File: config.mk
export PLATFORM = sky130hd
export DESIGN_NAME = sensor_median_mean_normalizer
export DESIGN_NICKNAME = d
export VERILOG_FILES = /design/src/rtl/smmn_pkg.sv /design/src/rtl/smmn_front.sv /design/src/rtl/smmn_queue.sv /design/src/rtl/smmn_back.sv /design/src/rtl/sensor_median_mean_normalizer.sv
export SDC_FILE = /design/constraint.sdc
export NUM_CORES = 1
export LEC_CHECK = 0
export BUFFER_PORTS_ARGS = -buffer_cell sky130_fd_sc_hd__clkbuf_2
export CAP_MARGIN = 5
export CORE_ASPECT_RATIO = 0.6
export CORE_MARGIN = 2
export CORE_UTILIZATION = 65
export CTS_CLUSTER_SIZE = 14
export DETAILED_ROUTE_END_ITERATION = 6
export GPL_TIMING_DRIVEN = 0
export PLACE_DENSITY = 0.82
export SLEW_MARGIN = 30
export SYNTH_ARGS = -nofsm -noshare
export SYNTH_HDL_FRONTEND = slang
export SYNTH_SLANG_ARGS = --single-unit
File: constraint.sdc
create_clock -name clk -period 13.6 [get_ports clk]
set_input_delay 0.68 -clock clk [delete_from_list [all_inputs] [get_ports clk]]
set_output_delay 0.68 -clock clk [all_outputs]
set_load 0.005 [all_outputs]
File: src/rtl/smmn_pkg.sv
// shared constants, payload types and job type for the sensor median/mean normalizer
// no dependencies; every other file imports this package
package smmn_pkg;

  localparam int GROUPS      = 8;
  localparam int SAMPLE_BITS = 12;

  localparam int SAMPLE_W    = 12;
  localparam int LEVEL_W     = 7;
  localparam int LEVEL_SCALE = 100;
  localparam int TRIPLE      = 3;
  localparam int TPOS_W      = 2;

  localparam int SUM_W  = SAMPLE_BITS + $clog2(GROUPS);
  localparam int GCNT_W = (GROUPS > 1) ? $clog2(GROUPS) : 1;
  // divider width covers 100 * span
  localparam int DIV_W  = SAMPLE_BITS + LEVEL_W;
  localparam int STEP_W = $clog2(DIV_W);

  localparam int QDEPTH  = 2;
  localparam int QPTR_W  = (QDEPTH > 1) ? $clog2(QDEPTH) : 1;
  localparam int QCNT_W  = $clog2(QDEPTH + 1);

  typedef logic [SAMPLE_BITS-1:0] samp_t;
  typedef logic [SUM_W-1:0]       sum_t;

  typedef struct packed {
    logic                func;
    logic [SAMPLE_W-1:0] sample;
  } in_word_t;

  typedef struct packed {
    logic [LEVEL_W-1:0] level;
    logic               span_error;
  } out_word_t;

  typedef struct packed {
    sum_t  sum;
    samp_t min_seen;
    samp_t max_seen;
  } job_t;

  typedef struct packed {
    logic valid;
    job_t job;
  } job_push_t;

endpackage

File: src/rtl/smmn_front.sv
// front end: takes samples, tracks calibrated min/max, builds triples and median sums
// depends on smmn_pkg; pushes one job per completed set of groups
module smmn_front (
  input  logic                clk,
  input  logic                rst,
  input  logic                smp_valid,
  output logic                smp_stall,
  input  smmn_pkg::in_word_t  smp_word,
  input  logic                q_full,
  output smmn_pkg::job_push_t push
);
  import smmn_pkg::*;

  samp_t             held0;
  samp_t             held1;
  logic [TPOS_W-1:0] tpos;
  logic [GCNT_W-1:0] gcnt;
  sum_t              sum;
  samp_t             max_seen;
  samp_t             min_seen;

  samp_t samp;
  samp_t med;
  sum_t  sum_next;
  logic  accept;
  logic  last_of_triple;
  logic  last_group;

  function automatic samp_t median3(input samp_t a, input samp_t b, input samp_t c);
    samp_t lo;
    samp_t hi;
    samp_t m;
    lo = (a < b) ? a : b;
    hi = (a > b) ? a : b;
    m  = (hi < c) ? hi : c;
    return (lo > m) ? lo : m;
  endfunction

  assign smp_stall      = q_full;
  assign accept         = smp_valid && !smp_stall;
  assign samp           = samp_t'(smp_word.sample);
  assign med            = median3(held0, held1, samp);
  assign sum_next       = sum + sum_t'(med);
  assign last_of_triple = (tpos == TPOS_W'(TRIPLE - 1));
  assign last_group     = (gcnt == GCNT_W'(GROUPS - 1));

  always_comb begin
    push.valid        = accept && smp_word.func && last_of_triple && last_group;
    push.job.sum      = sum_next;
    push.job.min_seen = min_seen;
    push.job.max_seen = max_seen;
  end

  always_ff @(posedge clk) begin
    if (rst) begin
      tpos     <= '0;
      gcnt     <= '0;
      sum      <= '0;
      max_seen <= '0;
      min_seen <= '1;
    end else if (accept) begin
      if (!smp_word.func) begin
        if (max_seen < samp) max_seen <= samp;
        if (min_seen > samp) min_seen <= samp;
      end else if (!last_of_triple) begin
        tpos <= tpos + TPOS_W'(1);
      end else begin
        tpos <= '0;
        if (last_group) begin
          gcnt <= '0;
          sum  <= '0;
        end else begin
          gcnt <= gcnt + GCNT_W'(1);
          sum  <= sum_next;
        end
      end
    end
  end

  // triple slots carry payload only
  always_ff @(posedge clk) begin
    if (accept && smp_word.func) begin
      if (tpos == '0) held0 <= samp;
      if (tpos == TPOS_W'(1)) held1 <= samp;
    end
  end

endmodule

File: src/rtl/smmn_queue.sv
// short job queue between front and back end
// depends on smmn_pkg
module smmn_queue (
  input  logic                clk,
  input  logic                rst,
  input  smmn_pkg::job_push_t push,
  output logic                full,
  output logic                pop_valid,
  output smmn_pkg::job_t      pop_job,
  input  logic                pop
);
  import smmn_pkg::*;

  job_t              slots [QDEPTH];
  logic [QPTR_W-1:0] wr_ptr;
  logic [QPTR_W-1:0] rd_ptr;
  logic [QCNT_W-1:0] count;
  logic              do_push;
  logic              do_pop;

  assign full      = (count == QCNT_W'(QDEPTH));
  assign pop_valid = (count != '0);
  assign pop_job   = slots[rd_ptr];
  assign do_push   = push.valid && !full;
  assign do_pop    = pop && pop_valid;

  always_ff @(posedge clk) begin
    if (rst) begin
      wr_ptr <= '0;
      rd_ptr <= '0;
      count  <= '0;
    end else begin
      if (do_push) begin
        wr_ptr <= (wr_ptr == QPTR_W'(QDEPTH - 1)) ? '0 : wr_ptr + QPTR_W'(1);
      end
      if (do_pop) begin
        rd_ptr <= (rd_ptr == QPTR_W'(QDEPTH - 1)) ? '0 : rd_ptr + QPTR_W'(1);
      end
      if (do_push && !do_pop) count <= count + QCNT_W'(1);
      else if (do_pop && !do_push) count <= count - QCNT_W'(1);
    end
  end

  always_ff @(posedge clk) begin
    if (do_push) slots[wr_ptr] <= push.job;
  end

endmodule

File: src/rtl/smmn_back.sv
// back end: averages the median sum, clamps and scales to percent of span
// depends on smmn_pkg; restoring divider for the normalization, one bit per cycle
module smmn_back (
  input  logic                clk,
  input  logic                rst,
  input  logic                q_valid,
  input  smmn_pkg::job_t      q_job,
  output logic                q_pop,
  output logic                res_valid,
  input  logic                res_stall,
  output smmn_pkg::out_word_t res_word
);
  import smmn_pkg::*;

  typedef enum logic [3:0] {
    ST_IDLE  = 4'b0001,
    ST_SCALE = 4'b0010,
    ST_NORM  = 4'b0100,
    ST_DONE  = 4'b1000
  } state_t;

  state_t            state;
  samp_t             mn;
  samp_t             mx;
  logic [DIV_W-1:0]  num;
  logic [DIV_W-1:0]  den;
  logic [DIV_W-1:0]  rem;
  logic [STEP_W-1:0] step;
  logic              err;

  logic [DIV_W:0]   trial;
  logic [DIV_W:0]   trial_sub;
  logic             ge;
  logic [DIV_W-1:0] rem_next;
  logic [DIV_W-1:0] num_next;
  logic             last_step;
  samp_t            avg;
  samp_t            clamped;
  samp_t            diff;
  logic             res_load;

  // restoring divide step: quotient bits shift into num from the bottom
  assign trial     = {rem, num[DIV_W-1]};
  assign trial_sub = trial - {1'b0, den};
  assign ge        = (trial >= {1'b0, den});
  assign rem_next  = ge ? trial_sub[DIV_W-1:0] : trial[DIV_W-1:0];
  assign num_next  = {num[DIV_W-2:0], ge};
  assign last_step = (step == STEP_W'(DIV_W - 1));

  assign avg     = num[SAMPLE_BITS-1:0];
  assign clamped = (avg > mx) ? mx : ((avg < mn) ? mn : avg);
  assign diff    = clamped - mn;

  assign q_pop    = (state == ST_IDLE) && q_valid;
  assign res_load = (state == ST_DONE) && (!res_valid || !res_stall);

  always_ff @(posedge clk) begin
    if (rst) begin
      state     <= ST_IDLE;
      res_valid <= 1'b0;
    end else begin
      if (res_load) res_valid <= 1'b1;
      else if (!res_stall) res_valid <= 1'b0;
      unique case (state)
        ST_IDLE: begin
          if (q_valid) begin
            state <= (q_job.max_seen <= q_job.min_seen) ? ST_DONE : ST_SCALE;
          end
        end
        ST_SCALE: begin
          state <= ST_NORM;
        end
        ST_NORM: begin
          if (last_step) state <= ST_DONE;
        end
        ST_DONE: begin
          if (res_load) state <= ST_IDLE;
        end
        default: begin
          state <= ST_IDLE;
        end
      endcase
    end
  end

  always_ff @(posedge clk) begin
    unique case (state)
      ST_IDLE: begin
        mn   <= q_job.min_seen;
        mx   <= q_job.max_seen;
        err  <= (q_job.max_seen <= q_job.min_seen);
        // GROUPS is a power of two, so the average is a shift
        num  <= (q_job.max_seen <= q_job.min_seen) ? '0 : DIV_W'(q_job.sum / GROUPS);
        rem  <= '0;
        step <= '0;
      end
      ST_NORM: begin
        num  <= num_next;
        rem  <= rem_next;
        step <= step + STEP_W'(1);
      end
      ST_SCALE: begin
        num  <= DIV_W'(diff) * DIV_W'(LEVEL_SCALE);
        den  <= DIV_W'(mx - mn);
        rem  <= '0;
        step <= '0;
      end
      ST_DONE: begin
        if (res_load) begin
          res_word.level      <= num[LEVEL_W-1:0];
          res_word.span_error <= err;
        end
      end
      default: begin
        step <= '0;
      end
    endcase
  end

endmodule

File: src/rtl/sensor_median_mean_normalizer.sv
// Sensor median/mean normalizer. The front end takes one sample word per cycle: calibration
// words widen the stored min/max, measurement words are grouped in threes, and the median of
// each three is summed over GROUPS groups. A completed set goes into a two-entry job queue;
// the sample side stalls only while that queue is full. The back end takes the average as
// sum/GROUPS when it loads a job, clamps it to the calibrated range and computes
// 100*(avg-min)/(max-min) on a restoring divider, one quotient bit per cycle. In the back end
// a set is loaded in ST_IDLE, scaled in ST_SCALE, divided in ST_NORM and its result
// registered in ST_DONE; an empty or inverted span skips the scaling and division and reports
// span_error with level 0. Results wait in an output register; the next job may start
// while a result waits, but it cannot leave ST_DONE until the waiting result is taken.
// depends on smmn_pkg, smmn_front, smmn_queue, smmn_back
module sensor_median_mean_normalizer (
  input  logic                clk,
  input  logic                rst,
  input  logic                smp_valid,
  output logic                smp_stall,
  input  smmn_pkg::in_word_t  smp_word,
  output logic                res_valid,
  input  logic                res_stall,
  output smmn_pkg::out_word_t res_word
);
  import smmn_pkg::*;

  job_push_t push;
  logic      q_full;
  logic      q_valid;
  job_t      q_job;
  logic      q_pop;

  smmn_front u_front (
    .clk       (clk),
    .rst       (rst),
    .smp_valid (smp_valid),
    .smp_stall (smp_stall),
    .smp_word  (smp_word),
    .q_full    (q_full),
    .push      (push)
  );

  smmn_queue u_queue (
    .clk       (clk),
    .rst       (rst),
    .push      (push),
    .full      (q_full),
    .pop_valid (q_valid),
    .pop_job   (q_job),
    .pop       (q_pop)
  );

  smmn_back u_back (
    .clk       (clk),
    .rst       (rst),
    .q_valid   (q_valid),
    .q_job     (q_job),
    .q_pop     (q_pop),
    .res_valid (res_valid),
    .res_stall (res_stall),
    .res_word  (res_word)
  );

endmodule

==> flow_metrics.env <==
export IMPL_hold_viol_final=0
export IMPL_path_clk_slew_ns=0.07
export IMPL_drtIter0Drc=1181
export IMPL_layout_drive_gt1_share_pct=7.97
export IMPL_synthArstFlopShare_pct=0
export IMPL_setup_ws_ns=4.17
export IMPL_coreArea_sq_um=23000
export IMPL_slew_viol_final=0
export IMPL_synthTopCellsByArea="edfxtp_1 37%, ha_1 16%, dfxtp_1 7.2%, mux2i_1 5.7%, inv_1 3.6%"
export IMPL_dieHeight_microns=122
export IMPL_cp_slowest_cell="a21boi_0"
export IMPL_crit_type="register to register"
export IMPL_multiInputGateArea_sq_um=7780
export IMPL_whs_endpoint="u_front.held1[7]"
export IMPL_finalSetupViolations=0
export IMPL_tightest_slew_ns=0.997
export IMPL_postSynthAreaPerCell_sq_um=10.7
export IMPL_synth_commonest_cells="194 x ha_1, 185 x edfxtp_1, 146 x inv_1"
export IMPL_fmax_mhz=106
export IMPL_ios=27
export IMPL_cts_htree_levels=1
export IMPL_clockBufferDepth=3
export IMPL_grt_pass1_wl_mm=56.9
export IMPL_die_w_microns=201
export IMPL_cts_resized=0
export IMPL_critical_path_required_ns=14.06
export IMPL_yosys_area_share_adder_pct=17.5
export IMPL_yosys_warnings=0
export IMPL_ys_flop_type="edfxtp_1"
export IMPL_portBuffers=26
export IMPL_postRouteAntennaNets=0
export IMPL_clk_latency_ns=0.54
export IMPL_drt_total_wl_mm=36.1
export IMPL_first_global_vias=10496
export IMPL_hold_depth=1
export IMPL_r2r_end="u_front.sum[14]"
export IMPL_cp_max_fo=10
export IMPL_timing_critical_path_mode_cell="a21o_1"
export IMPL_antennaDiodeCount=0
export IMPL_dieArea_sq_um=24500
export IMPL_nFillCells=1645
export IMPL_postPlaceCellArea_sq_um=15700
export IMPL_critical_path_buf_inv_count=4
export IMPL_hold_start="smp_word[7]"
export IMPL_period_share_pct=69.4
export IMPL_cts_buffers=23
export IMPL_synth_simple_gate_area_share_pct=10.3
export IMPL_hpwl_mm=27.8
export IMPL_setup_tns_ns=0
export IMPL_ys_seq_area_share_pct=44.0
export IMPL_vias=11100
export IMPL_cts_tree="yes"
export IMPL_r2r_setup_slack_ns=4.17
export IMPL_r2r_start="u_front.held0[10]"
export IMPL_synth_compound_area_share_pct=13.1
export IMPL_post_cts_buffers=0
export IMPL_cp_arrival_ns=9.90
export IMPL_rsz0062_at_grt="false"
export IMPL_fin_area_sq_um=16400
export IMPL_post_route_min_period_ns=9.43
export IMPL_ys_seq_elements=239
export IMPL_via_per_inst=6.14
export IMPL_ff_latch_area_sq_um=6640
export IMPL_clock_skew_ns=0.0260
export IMPL_synth_most_common_cell="ha_1"
export IMPL_grt_use_total_pct=30.0
export IMPL_synth_top_family_by_area="adder cells"
export IMPL_syn_to_final_growth_pct=8.88
export IMPL_grt_max_degree=28
export IMPL_gp_congestion=0.971
export IMPL_crit_start="u_front.held0[10]"
export IMPL_syn_cell_area_sq_um=15100
export IMPL_hp_class="input port to register"
export IMPL_drt_wirelength_per_cell_microns=20.0
export IMPL_cp_start_kind="register"
export IMPL_synth_cell_types=70
export IMPL_max_cap_violations=0
export IMPL_ctsHoldBuffers=0
export IMPL_grt_overflow_total=0
export IMPL_cts_root_buf="clkbuf_16"
export IMPL_start_util_pct=65.7
export IMPL_netlist_instances=1416
export IMPL_dp_slack_ns=4.51
export IMPL_fp_row_count=43
export IMPL_slew_headroom_pct=33.6
export IMPL_synth_fp_nets=1638
export IMPL_cp_top_family="compound AO/OA/AOI/OAI gates"
export IMPL_drcViolationCount=0
export IMPL_cpPeakStageDelay_ns=0.54
export IMPL_reg2regPathDepth=36
export IMPL_dr_pass1_iters=5
export IMPL_finish_net_count=1698
export IMPL_synth_edf_count=185
export IMPL_yosys_mux_area_fraction_pct=6.67
export IMPL_cts_sinks=239
export IMPL_outcome="finished clean"
export IMPL_yosysTopAreaCell="edfxtp_1"
export IMPL_crit_path_end_kind="register"
export IMPL_yosysTopAreaCellShare_pct=36.8
export IMPL_synth_xor_area_share_pct=3.83
export IMPL_antenna_found_initial=0
[through the flow]
stage | utilization [%] | hold WS (ns) | cells
after CTS | 71.6 | 0.390 | 1808
after global placement | 68.0 | 0.404 | 1757
after floorplan | - | 0.400 | 1416
after detailed placement | 68.5 | 0.416 | 1766
after global routing | 71.6 | 0.395 | 1808
final | 71.6 | 0.399 | 1808
[worst max-delay path by stage]
| stage | to | slack, ns | cells past startpoint |
|---|---|---|---|
| floorplan | u_front.sum[14] | 5.99 | 37 |
| global placement | u_front.sum[14] | 4.62 | 35 |
| detailed placement | u_front.sum[14] | 4.51 | 35 |
| CTS | u_front.sum[14] | 4.47 | 35 |
| global route | u_front.sum[14] | 3.58 | 35 |
| finish | u_front.sum[14] | 4.17 | 36 |
[sequential cells by signal, summed over array words and instances (netlist names), 4 cells and up, named ones only]
name / count
u_front.sum: 15
u_back.num: 19
u_queue.slots: 72
u_front.held0: 12
u_back.state: 4
u_back.mn: 12
u_back.rem: 19
u_back.mx: 12
u_front.held1: 12
u_back.res_word: 8
u_front.max_seen: 12
u_front.min_seen: 12
u_back.den: 13
u_back.step: 5
[area by class of cell]
class	instances	share of cell area, %
tap	315	2.40
timing repair buffer	35	1.32
clock buffer	32	3.77
clock inverter	10	0.510
inverter	146	3.33
buffer	35	0.936
sequential	239	40.4
multi-input combinational	996	47.4
[worst reg2reg max path: cells and delay by family (launching register included)]
| kind | cells | cell delay [ns] |
|---|---|---|
| AO/OA/AOI/OAI | 20 | 4.37 |
| adder cells (fa/ha/maj) | 5 | 1.65 |
| buffers and inverters | 4 | 1.11 |
| AND/OR/NAND/NOR | 5 | 0.99 |
| multiplexers | 2 | 0.82 |
| flip-flops | 1 | 0.43 |
[cells in the final DEF (no fill, tap or decap), types with 6 or more instances in the layout]
cell type | synthesis | layout
inv_1 | 146 | 146
a211oi_1 | 7 | 7
dfxtp_1 | 54 | 54
fa_1 | 11 | 11
ha_1 | 194 | 194
nand4_1 | 21 | 21
a211o_1 | 15 | 15
o211ai_1 | 7 | 7
a22oi_1 | 18 | 18
or3_1 | 7 | 7
a21o_1 | 39 | 39
and2_1 | 6 | 6
or2_2 | 8 | 8
xor2_1 | 30 | 30
a21oi_1 | 81 | 81
nand3_1 | 26 | 26
mux2_2 | 13 | 13
xnor2_1 | 36 | 36
edfxtp_1 | 185 | 185
buf_2 | 2 | 7
clkinv_2 | 0 | 6
nor2_1 | 119 | 118
nor2b_1 | 17 | 17
o21ai_0 | 72 | 72
a31oi_1 | 8 | 8
o21a_1 | 10 | 10
nor3_1 | 16 | 15
clkbuf_2 | 0 | 27
a2111oi_0 | 6 | 6
clkbuf_16 | 0 | 23
nand2_1 | 67 | 67
mux2i_1 | 86 | 86
clkbuf_1 | 27 | 34
nand2b_1 | 12 | 12
[routing by layer]
layer | GRT usage [%] | vias up | routed length, microns
li1 | - | 5276 | -
met1 | 46.0 | 5287 | 16900
met2 | 41.7 | 502 | 14400
met3 | 9.87 | 35 | 4460
met4 | 4.95 | 0 | 425
met5 | 0 | - | 0
[cells by family after synthesis]
| group | count (synthesis) |
|---|---|
| AO/OA/AOI/OAI | 303 |
| XOR/XNOR | 66 |
| multiplexers | 99 |
| AND/OR/NAND/NOR | 323 |
| adder cells (fa/ha/maj) | 205 |
| buffers and inverters | 181 |
| flip-flops | 239 |
Power is not shown: default switching activity piles up to over one toggle a cycle in this logic, so the estimate is an artifact.
